## src/rcsp_pkg.sv

```systemverilog
// Shared types and codes for the RGB color spec parser.
// No dependencies; used by rcsp_char_unit, rcsp_scale_unit and the top level.
package rcsp_pkg;

	// Scaling rule / field width codes (digits per component minus one)
	localparam logic [1:0] SCL_X17 = 2'd0;  // one digit: times 17
	localparam logic [1:0] SCL_ID  = 2'd1;  // two digits: as is
	localparam logic [1:0] SCL_12  = 2'd2;  // three digits: times 255/4095
	localparam logic [1:0] SCL_16  = 2'd3;  // four digits: times 255/65535

	// Finished spec handed from the character stage to the scaling stage
	typedef struct packed {
		logic        ok;    // spec well formed
		logic [1:0]  fw;    // field width code for splitting raw
		logic [1:0]  scl;   // scaling rule code
		logic [47:0] raw;   // red, green, blue fields, red highest
	} snap_t;

endpackage

```

## src/rcsp_char_unit.sv

```systemverilog
// Character stage of the RGB color spec parser: input register, per-spec
// parse state and the snapshot register of a finished spec.
// Depends on rcsp_pkg.
module rcsp_char_unit (
	input  logic                 clk,
	input  logic                 arst_n,
	input  logic                 in_valid,
	output logic                 in_ready,
	input  logic                 in_mode,
	input  logic [7:0]           in_char,
	input  logic                 in_last,
	output logic                 snap_valid,
	input  logic                 snap_ready,
	output rcsp_pkg::snap_t      snap
);
	import rcsp_pkg::*;

	localparam logic [7:0] CH_SLASH = 8'h2F;

	// input register
	logic       v_s1;
	logic       mode_s1;
	logic [7:0] char_s1;
	logic       last_s1;

	// parse state
	logic        busy_q;
	logic        form_q;
	logic        err_q;
	logic [1:0]  idx_q;
	logic [3:0]  cnt_q;
	logic [2:0]  first_q;
	logic [15:0] comp_q [3];
	logic [47:0] nib_q;

	// next values
	logic        form_e, err_n;
	logic [1:0]  idx_n;
	logic [3:0]  cnt_n;
	logic [2:0]  first_n;
	logic [15:0] comp_n [3];
	logic [47:0] nib_n;
	logic        is_hex;
	logic [3:0]  dval;
	logic [1:0]  k;
	logic        ok_n;
	snap_t       snap_n;

	logic snap_free, consume;

	assign snap_free = !snap_valid || snap_ready;
	assign consume   = v_s1 && (!last_s1 || snap_free);
	assign in_ready  = !v_s1 || consume;

	// hex digit decode
	always_comb begin
		is_hex = 1'b0;
		dval   = 4'd0;
		if (char_s1 >= 8'h30 && char_s1 <= 8'h39) begin
			is_hex = 1'b1;
			dval   = char_s1[3:0];
		end else if ((char_s1 >= 8'h61 && char_s1 <= 8'h66) ||
				(char_s1 >= 8'h41 && char_s1 <= 8'h46)) begin
			is_hex = 1'b1;
			dval   = char_s1[3:0] + 4'd9;
		end
	end

	// state update for one character; a new spec starts from cleared state
	always_comb begin
		form_e  = busy_q ? form_q : mode_s1;
		err_n   = busy_q ? err_q : 1'b0;
		idx_n   = busy_q ? idx_q : 2'd0;
		cnt_n   = busy_q ? cnt_q : 4'd0;
		first_n = busy_q ? first_q : 3'd0;
		nib_n   = busy_q ? nib_q : 48'd0;
		for (int i = 0; i < 3; i++) begin
			comp_n[i] = busy_q ? comp_q[i] : 16'd0;
		end
		k = (idx_n > 2'd2) ? 2'd2 : idx_n;

		if (!form_e) begin
			if (char_s1 == CH_SLASH) begin
				if (cnt_n == 4'd0 || idx_n >= 2'd2) begin
					err_n = 1'b1;
				end else begin
					if (idx_n == 2'd0) begin
						first_n = cnt_n[2:0];
					end
					idx_n = idx_n + 2'd1;
					cnt_n = 4'd0;
				end
			end else if (is_hex) begin
				if (cnt_n >= 4'd4) begin
					err_n = 1'b1;
				end else begin
					comp_n[k] = {comp_n[k][11:0], dval};
					cnt_n     = cnt_n + 4'd1;
				end
			end else begin
				err_n = 1'b1;
			end
		end else begin
			if (is_hex) begin
				if (cnt_n >= 4'd12) begin
					err_n = 1'b1;
				end else begin
					nib_n = {nib_n[43:0], dval};
					cnt_n = cnt_n + 4'd1;
				end
			end else begin
				err_n = 1'b1;
			end
		end

		// end-of-spec checks and snapshot
		snap_n = '0;
		if (!form_e) begin
			ok_n       = !err_n && idx_n == 2'd2 && cnt_n != 4'd0 && first_n != 3'd0;
			snap_n.fw  = SCL_16;
			snap_n.scl = 2'(first_n - 3'd1);
			snap_n.raw = {comp_n[0], comp_n[1], comp_n[2]};
		end else begin
			ok_n       = !err_n && (cnt_n == 4'd3 || cnt_n == 4'd6 ||
					cnt_n == 4'd9 || cnt_n == 4'd12);
			case (cnt_n)
				4'd3:    snap_n.fw = SCL_X17;
				4'd6:    snap_n.fw = SCL_ID;
				4'd9:    snap_n.fw = SCL_12;
				default: snap_n.fw = SCL_16;
			endcase
			snap_n.scl = snap_n.fw;
			snap_n.raw = nib_n;
		end
		snap_n.ok = ok_n;
	end

	// input register
	always_ff @(posedge clk or negedge arst_n) begin
		if (!arst_n) begin
			v_s1 <= 1'b0;
		end else if (in_ready) begin
			v_s1 <= in_valid;
		end
	end

	always_ff @(posedge clk) begin
		if (in_valid && in_ready) begin
			mode_s1 <= in_mode;
			char_s1 <= in_char;
			last_s1 <= in_last;
		end
	end

	// parse state registers
	always_ff @(posedge clk or negedge arst_n) begin
		if (!arst_n) begin
			busy_q  <= 1'b0;
			form_q  <= 1'b0;
			err_q   <= 1'b0;
			idx_q   <= 2'd0;
			cnt_q   <= 4'd0;
			first_q <= 3'd0;
		end else if (consume) begin
			busy_q  <= !last_s1;
			form_q  <= form_e;
			err_q   <= err_n;
			idx_q   <= idx_n;
			cnt_q   <= cnt_n;
			first_q <= first_n;
		end
	end

	always_ff @(posedge clk) begin
		if (consume) begin
			nib_q <= nib_n;
			for (int i = 0; i < 3; i++) begin
				comp_q[i] <= comp_n[i];
			end
		end
	end

	// snapshot register of a finished spec
	always_ff @(posedge clk or negedge arst_n) begin
		if (!arst_n) begin
			snap_valid <= 1'b0;
		end else if (snap_free) begin
			snap_valid <= v_s1 && last_s1;
		end
	end

	always_ff @(posedge clk) begin
		if (snap_free && v_s1 && last_s1) begin
			snap <= snap_n;
		end
	end

endmodule

```

## src/rcsp_scale_unit.sv

```systemverilog
// Scaling stage of the RGB color spec parser: splits the finished spec
// into components, scales each to 8 bits and holds the result register.
// Depends on rcsp_pkg.
module rcsp_scale_unit (
	input  logic                 clk,
	input  logic                 arst_n,
	input  logic                 snap_valid,
	output logic                 snap_ready,
	input  rcsp_pkg::snap_t      snap,
	output logic                 out_valid,
	input  logic                 out_ready,
	output logic                 out_ok,
	output logic [23:0]          out_color
);
	import rcsp_pkg::*;

	// ceil(2^30 / 273): exact quotient for products below 2^21
	localparam logic [21:0] RECIP_273 = 22'd3933121;

	// scale one component to 8 bits by the selected rule
	function automatic logic [7:0] scale8(input logic [15:0] v, input logic [1:0] scl);
		logic [20:0] p;
		logic [42:0] prod;
		logic [7:0]  q0;
		logic [16:0] back;
		logic [7:0]  res;
		p    = {1'b0, v, 4'b0} + {5'b0, v};
		prod = 43'(p) * 43'(RECIP_273);
		q0   = v[15:8];
		back = {1'b0, q0, 8'b0} + {9'b0, q0};
		case (scl)
			SCL_X17: res = p[7:0];
			SCL_ID:  res = v[7:0];
			SCL_12:  res = prod[37:30];
			default: res = (back > {1'b0, v}) ? q0 - 8'd1 : q0;
		endcase
		return res;
	endfunction

	logic [15:0] r_v, g_v, b_v;
	logic [23:0] color_n;

	assign snap_ready = !out_valid || out_ready;

	// split the raw digits by field width
	always_comb begin
		case (snap.fw)
			SCL_X17: begin
				r_v = {12'd0, snap.raw[11:8]};
				g_v = {12'd0, snap.raw[7:4]};
				b_v = {12'd0, snap.raw[3:0]};
			end
			SCL_ID: begin
				r_v = {8'd0, snap.raw[23:16]};
				g_v = {8'd0, snap.raw[15:8]};
				b_v = {8'd0, snap.raw[7:0]};
			end
			SCL_12: begin
				r_v = {4'd0, snap.raw[35:24]};
				g_v = {4'd0, snap.raw[23:12]};
				b_v = {4'd0, snap.raw[11:0]};
			end
			default: begin
				r_v = snap.raw[47:32];
				g_v = snap.raw[31:16];
				b_v = snap.raw[15:0];
			end
		endcase
		color_n = snap.ok ?
			{scale8(r_v, snap.scl), scale8(g_v, snap.scl), scale8(b_v, snap.scl)} : 24'd0;
	end

	// result register
	always_ff @(posedge clk or negedge arst_n) begin
		if (!arst_n) begin
			out_valid <= 1'b0;
		end else if (snap_ready) begin
			out_valid <= snap_valid;
		end
	end

	always_ff @(posedge clk) begin
		if (snap_ready && snap_valid) begin
			out_ok    <= snap.ok;
			out_color <= color_n;
		end
	end

endmodule

```

## src/rgb_color_spec_parser_top.sv

```systemverilog
// RGB color spec parser.
// The slave stream takes one spec character per request: tdata is the
// character, tuser the form (0 slash r/g/b, 1 hash), read on the first
// character of a spec only, and tlast marks the final character.
// The master stream gives one result per spec, on its last character:
// tdata is the 24-bit color (red 23..16, green 15..8, blue 7..0, zero
// when invalid) and tuser is the ok flag.
// After its last character is accepted, a result passes through the input,
// snapshot and output registers in turn. Throughput: one character per
// cycle while tready is high, set by the character stage.
// Reset clears all valid flags and the parse state; the next character
// after reset starts a new spec.
// When the receiver stalls, the finished result holds in the output
// register, a second finished spec waits in the snapshot register and
// characters that do not end a spec are still taken; tready drops only
// when another spec end arrives with both registers full.
// Depends on rcsp_pkg, rcsp_char_unit and rcsp_scale_unit.
module rgb_color_spec_parser_top (
	input  logic        clk,
	input  logic        arst_n,
	input  logic        s_tvalid,
	output logic        s_tready,
	input  logic [7:0]  s_tdata,   // char_code
	input  logic        s_tuser,   // mode
	input  logic        s_tlast,   // last
	output logic        m_tvalid,
	input  logic        m_tready,
	output logic [23:0] m_tdata,   // color
	output logic        m_tuser    // ok
);
	import rcsp_pkg::*;

	logic  snap_valid, snap_ready;
	snap_t snap;

	rcsp_char_unit u_char (
		.clk        (clk),
		.arst_n     (arst_n),
		.in_valid   (s_tvalid),
		.in_ready   (s_tready),
		.in_mode    (s_tuser),
		.in_char    (s_tdata),
		.in_last    (s_tlast),
		.snap_valid (snap_valid),
		.snap_ready (snap_ready),
		.snap       (snap)
	);

	rcsp_scale_unit u_scale (
		.clk        (clk),
		.arst_n     (arst_n),
		.snap_valid (snap_valid),
		.snap_ready (snap_ready),
		.snap       (snap),
		.out_valid  (m_tvalid),
		.out_ready  (m_tready),
		.out_ok     (m_tuser),
		.out_color  (m_tdata)
	);

endmodule

```

## config.mk

```make
export PLATFORM = sky130hd
export DESIGN_NAME = rgb_color_spec_parser_top
export DESIGN_NICKNAME = d
export VERILOG_FILES = /design/src/rcsp_pkg.sv /design/src/rcsp_char_unit.sv /design/src/rcsp_scale_unit.sv /design/src/rgb_color_spec_parser_top.sv
export SDC_FILE = /design/constraint.sdc
export NUM_CORES = 1
export LEC_CHECK = 0
export ABC_AREA = 1
export BUFFER_PORTS_ARGS = -buffer_cell sky130_fd_sc_hd__buf_2
export CAP_MARGIN = 10
export CORE_MARGIN = 2
export CORE_UTILIZATION = 55
export DETAILED_ROUTE_END_ITERATION = 12
export GPL_ROUTABILITY_DRIVEN = 0
export PLACE_DENSITY = 0.74
export SYNTH_ARGS = -nofsm -noshare
export SYNTH_HDL_FRONTEND = slang
export SYNTH_SLANG_ARGS = --single-unit
```

## constraint.sdc

```tcl
create_clock -name clk -period 8.3 [get_ports clk]
set_input_delay 0.83 -clock clk [delete_from_list [all_inputs] [get_ports clk]]
set_output_delay 0.83 -clock clk [all_outputs]
set_load 0.02 [all_outputs]
```

# Word-level counts from Yosys, hierarchy flattened
# Memories as Yosys holds them, arrays and structs flattened.
# Index checks and enable logic that the tools add are counted.
[totals]
n_memories = 1
elab_cells = 158
in_bits = 14
ramBits = 48
output_inout_bits = 27
reg_bits = 151
[op_classes]
bitwise = 1
addsub = 13
multipliers = 3
order_cmp = 15
reduce_logical = 34
mux = 62
n_eq_ne = 10
[memory_table]
columns = ["name", "words", "width", "read_ports", "rd_clocked_by_memory_dff", "write_ports", "line", "rtl"]
rows = [
  ["u_char.comp_q", 3, 16, 3, 0, 3, "rcsp_char_unit.sv:33", "logic [15:0] comp_q [3];"],
]
[ops]
columns = ["cell", "count"]
rows = [
  ["48-bit 2-to-1 mux", 8],
  ["16-bit one-hot mux with 3 select lines", 3],
  ["21-bit by 22-bit multiplier with 38-bit output, second input constant", 3],
  ["8-bit one-hot mux with 3 select lines", 3],
  ["16-bit 2-to-1 mux", 4],
  ["20-bit by 16-bit adder with 21-bit output", 3],
  ["16-bit by 8-bit adder with 17-bit output", 3],
  ["17-bit by 16-bit greater-than comparator with 1-bit output", 3],
  ["50-bit 2-to-1 mux", 1],
  ["48-bit bitwise mux", 1],
  ["4-bit 2-to-1 mux", 10],
  ["16-bit binary-select mux with 2-bit select", 1],
  ["16-bit demux with 2-bit select", 1],
  ["12-bit 2-to-1 mux", 2],
  ["8-bit 2-to-1 mux", 3],
  ["8-bit by 1-bit subtractor with 8-bit output, second input constant", 3],
  ["8-bit by 7-bit >= comparator with 1-bit output, second input constant", 2],
  ["8-bit by 7-bit <= comparator with 1-bit output, second input constant", 2],
  ["3-bit 2-to-1 mux", 5],
  ["1-bit logical AND", 14],
  ["1-bit 2-to-1 mux", 14],
  ["2-bit 2-to-1 mux", 5],
  ["1-bit logical OR", 9],
  ["4-bit equality test, second input constant", 2],
  ["24 further kinds", 33],
]

# Logic depth before layout (Yosys ltp)
[depth]
ltp_word = 14
ltp_mapped = 47
depth_no_buf = 47

# Hierarchy
# A second synthesis with hierarchy kept.
[hier_totals]
hier_cells = 3836
hier_area_um2 = 30133.9
[by_module_without_submodules]
columns = ["mod", "area_each_um2", "cells_each", "seq_area_each_um2", "instances"]
rows = [
  ["rcsp_scale_unit", 20726.1, 2754, 775.7, 1],
  ["rcsp_char_unit", 9407.8, 1082, 5124.9, 1],
]

# Least setup slack after synthesis
# Ideal clock, no wire load.
[synth_path]
path_type = "register to register"
from = "register u_char.snap[51] (netlist name)"
to = "register u_scale.out_color[20] (data pin)"
arrival_time_ps = 7853
t_required_ps = 8034
period_less_slack_ps = 8119
stages_incl_launch_ff = 38
slack_ps = 181
path_cell_list = "edfxtp_1 -> buf_4 -> nor2_2 -> inv_1 -> o21ai_0 -> o21ai_0 -> a22oi_1 -> inv_1 -> fa_1 -> o21ai_1 -> nand3_1 -> o211ai_1 -> nand2_1 -> nor2_1 -> xor2_1 -> fa_1 -> inv_1 -> fa_1 -> (+2 left out) -> inv_1 -> fa_1 -> fa_1 -> fa_1 -> inv_1 -> ha_1 -> ha_1 -> nand2_1 -> nor2_1 -> nand4_1 -> nor4_1 -> o21ai_0 -> nand2_1 -> nand2_1 -> nand3_1 -> nand2_1 -> nor2_1 -> nor2_1"
[synth_via]
elab_chain_len = 6
elab_cells_between_ends = 11
[synth_lines]
columns = ["item", "line", "rtl"]
rows = [
  ["2-bit equality test, or another cell as far along", "rcsp_scale_unit.sv:47", "case (snap.fw)"],
  ["16-bit one-hot mux with 3 select lines *", "rcsp_scale_unit.sv:47", ""],
  ["branches (longest 3 deep; another with 21-bit by 22-bit multiplier with 38-bit output)", "-", ""],
  ["8-bit one-hot mux with 3 select lines *", "rcsp_scale_unit.sv:31", "case (scl)"],
  ["to (signal assigned)", "rcsp_scale_unit.sv:85", "out_color <= color_n;"],
  ["to (decl)", "rcsp_scale_unit.sv:13", "output logic [23:0] out_color"],
]
# Every way passes the cells marked *.
# A chain may end at the register's enable or synchronous reset.

# Worst setup path in the final report
[layout_path]
from = "register u_char.snap[51] (netlist name)"
to = "register u_scale.out_color[20] (data pin)"
[layout_via]
elab_chain_len = 6
elab_cells_between_ends = 11
[layout_lines]
columns = ["item", "line"]
rows = [
  ["2-bit equality test, or another cell as far along", "rcsp_scale_unit.sv:47"],
  ["16-bit one-hot mux with 3 select lines *", "rcsp_scale_unit.sv:47"],
  ["branches (longest 3 deep; another with 21-bit by 22-bit multiplier with 38-bit output)", "-"],
  ["8-bit one-hot mux with 3 select lines *", "rcsp_scale_unit.sv:31"],
]
# Marks and branches as above.

==> results.md <==
- Largest net degree at the start of global routing: 87
- Layout Cells excl Fill: 4,611
- Port Buf Inserts: 40
- Final Critical Period: 8050 ps
- Diode count: 0
- Clk_skew: about 18 ps
- DIE AREA: 0.0566 mm^2
- Clk slew on worst S/H paths: 80 ps
- Vias post-DR: 25,900
- Biggest area consumer among synthesized cells: ha_1
- First-pass GRT wire length: ~130 mm
- Drt drc: 0
- Final setup viols: 0
- Max Cap Viol: 0
- I/O pin count: 41
- Post-synth net total: 4,567
- Max Root-Sink Buffers: 2
- Slowest CP cell: fa_1
- Worst EP arrival: between 8000 and 9000 ps
- Worst hold path type: in -> async
- Starting density of the core: roughly 56%
- GR Overflow Total: 0
- Main flop type after synthesis: edfxtp_1
- CP max FO: 7
- Yosys top cell area share: 20.6%
- Max Fclk: ~0.12 GHz
- DRT Pass-1 Iters: 8
- Final hold vios: 0
- Slew headroom: 22.4%
- # nets final: 4,661
- Ys Warns: 0
- H-tree Lvls: 4
- CTS tree: built
- CP dominant cell by count: fa_1
- RSZ-0062 raised after global routing: yes
- GRT Util Overall: 28.5%
- Share of flip-flops with an asynchronous set or reset: about 7.5%
- Crit end category: register
- Seq cells post-synth: 199
- Top-count cell post-synth: inv_1
- Sink Count: between 150 and 200
- DRT antenna net count: 0
- Core area: 0.0539 mm^2
- Sequential element share of the synthesized area: 19.6%
- Row count: 85
- Synth top area cells: ha_1 21%, edfxtp_1 18%, fa_1 17%, inv_1 10%, nand2_1 9.3%
- DR WL/cell: 17.8 um
- Area growth, synth to finish: 9.47%
- Tcrit/Tclk final: 97.0%
- CTS buffer count: 17
- Critical path data required time: 8510 ps
- Initial antenna violation count: 0
- Max incr delay on CP: 580 ps
- Fillcell total: approximately 4,600
- Root buffer cell: clkbuf_16
- Startpoint Class: register
- Post-synth top cells: 826 x inv_1, 743 x nand2_1, 496 x ha_1
- Vias in the first global route: approximately 25,000
- Post-DP HPWL: 66.3 mm
- Worst-margin pin slew: 1160 ps
- Post-synth EDFFs: 184
- Max Slew Vio Count: 0
- Final wirelength: a little over 80 mm
- Setup CP Type: reg -> reg
- DR vias/cell: 5.61
- Die Span Y: 238 um
- Iteration-0 DRC Markers: 2,439
- Die W: 238 um
- Outcome: complete, no violations
- Yosys cell types: 63
- Mean post-synth cell area: approximately 7.9 um^2
- Clk Latency, worst-skew pair: 480 ps
- Post-placement cell count: 4,563
- Share of cells above drive strength 1: 9.04%
- Syn Inst Count: between 3,000 and 4,000
- Post-Synthesis Cell Area: 0.0301 mm^2
[final cells by class]
class | count | area (um^2) | share of cell area [%]
inverters | 838 | 3150 | 9.57
clock inverters | 15 | 171 | 0.521
clock buffers | 17 | 425 | 1.29
multi-input cells | 2693 | 21300 | 64.8
well taps | 696 | 871 | 2.64
flip-flops and latches | 199 | 5900 | 17.9
repair buffers | 153 | 1070 | 3.25
[per-stage QoR]
step	util [%]	hold WS (ps)	setup TNS [ps]	cell area [um^2]	setup WS (ps)
CTS	59.6	251	0	32100	32.7
finish	61.1	249	0	32900	247
global route	61.1	272	-744	32900	-143
global placement	58.5	464	0	31500	68.7
detailed placement	58.5	474	-19.0	31500	-18.9
floorplan	-	434	0	30100	181
[per-layer routing]
metal  GRT usage [%]  share of wire [%]
met5               0                  0
met3            3.40                7.4
met4            10.2                3.5
met1            39.3                 43
met2            46.5                 46
[cell families (layout without fill, tap and decap cells)]
family	after synthesis	after routing	synth area share [%]
simple gates	1218	1218	17.1
buf+inv	916	1023	11.7
fa+ha+maj	745	745	37.2
compound gates	655	655	12.2
flops	199	199	19.6
xor+xnor	67	67	1.95
mux	8	8	0.287
[worst max-delay path: cells and delay by family (launching register included)]
kind / cells / cell delay [ps]
buffers and inverters: 9 / 970
flip-flops: 1 / 380
AO/OA/AOI/OAI: 3 / 470
adder cells (fa/ha/maj): 9 / 4080
XOR/XNOR: 1 / 120
AND/OR/NAND/NOR: 15 / 1740
[sequential cells by signal, indices dropped and copies added, names as in the netlist]
register	count
u_char.busy_q	1
u_char.v_s1	1
u_char.comp_q	48
u_char.err_q	1
u_char.mode_s1	1
u_char.idx_q	2
u_char.cnt_q	4
u_char.last_s1	1
u_scale.out_color	24
u_char.snap	53
u_char.nib_q	48
u_scale.out_valid	1
u_char.first_q	3
u_char.char_s1	8
u_char.snap_valid	1
u_scale.out_ok	1
u_char.form_q	1
[path summary, 6_finish.rpt]
| check | start | endpoint | slack, ps | cells after the start |
|---|---|---|---|---|
| max reg2reg | u_char.snap[51] | u_scale.out_color[20] | 250 | 37 |
| max | u_char.snap[51] | u_scale.out_color[20] | 250 | 37 |
| max in group asynchronous | arst_n | u_char.busy_q | 7750 | 1 |
| min in group clk | u_char.snap_valid | u_scale.out_valid | 500 | 2 |
| min | arst_n | u_char.v_s1 | 250 | 1 |
| min reg2reg | u_char.snap_valid | u_scale.out_valid | 500 | 2 |
[what timing repair did]
| action | in CTS | in global routing |
|---|---|---|
| cloned | 0 | 0 |
| pin swaps | 0 | 39 |
| hold buffers | 0 | 0 |
| endpoints found under the setup margin | 6 | 24 |
| setup buffers | 0 | 16 |
| gates resized for setup | 5 | 131 |
[cell usage in the layout, fill, tap and decap left out, types with 14 or more instances in the layout]
master	n
a21o_1	25
a21oi_1	174
a22oi_1	15
a31oi_1	28
buf_2	40
buf_4	108
clkbuf_16	17
dfrtp_1	14
edfxtp_1	184
fa_1	246
ha_1	472
ha_4	22
inv_1	817
inv_2	17
nand2_1	733
nand2_2	23
nand3_1	158
nand4_1	16
nor2_1	190
nor3_1	26
o211ai_1	15
o21ai_0	286
o21ai_1	25
o21bai_1	18
xnor2_1	14
xor2_1	44
Power is not shown: default switching activity piles up to over one toggle a cycle in this logic, so the estimate is an artifact.
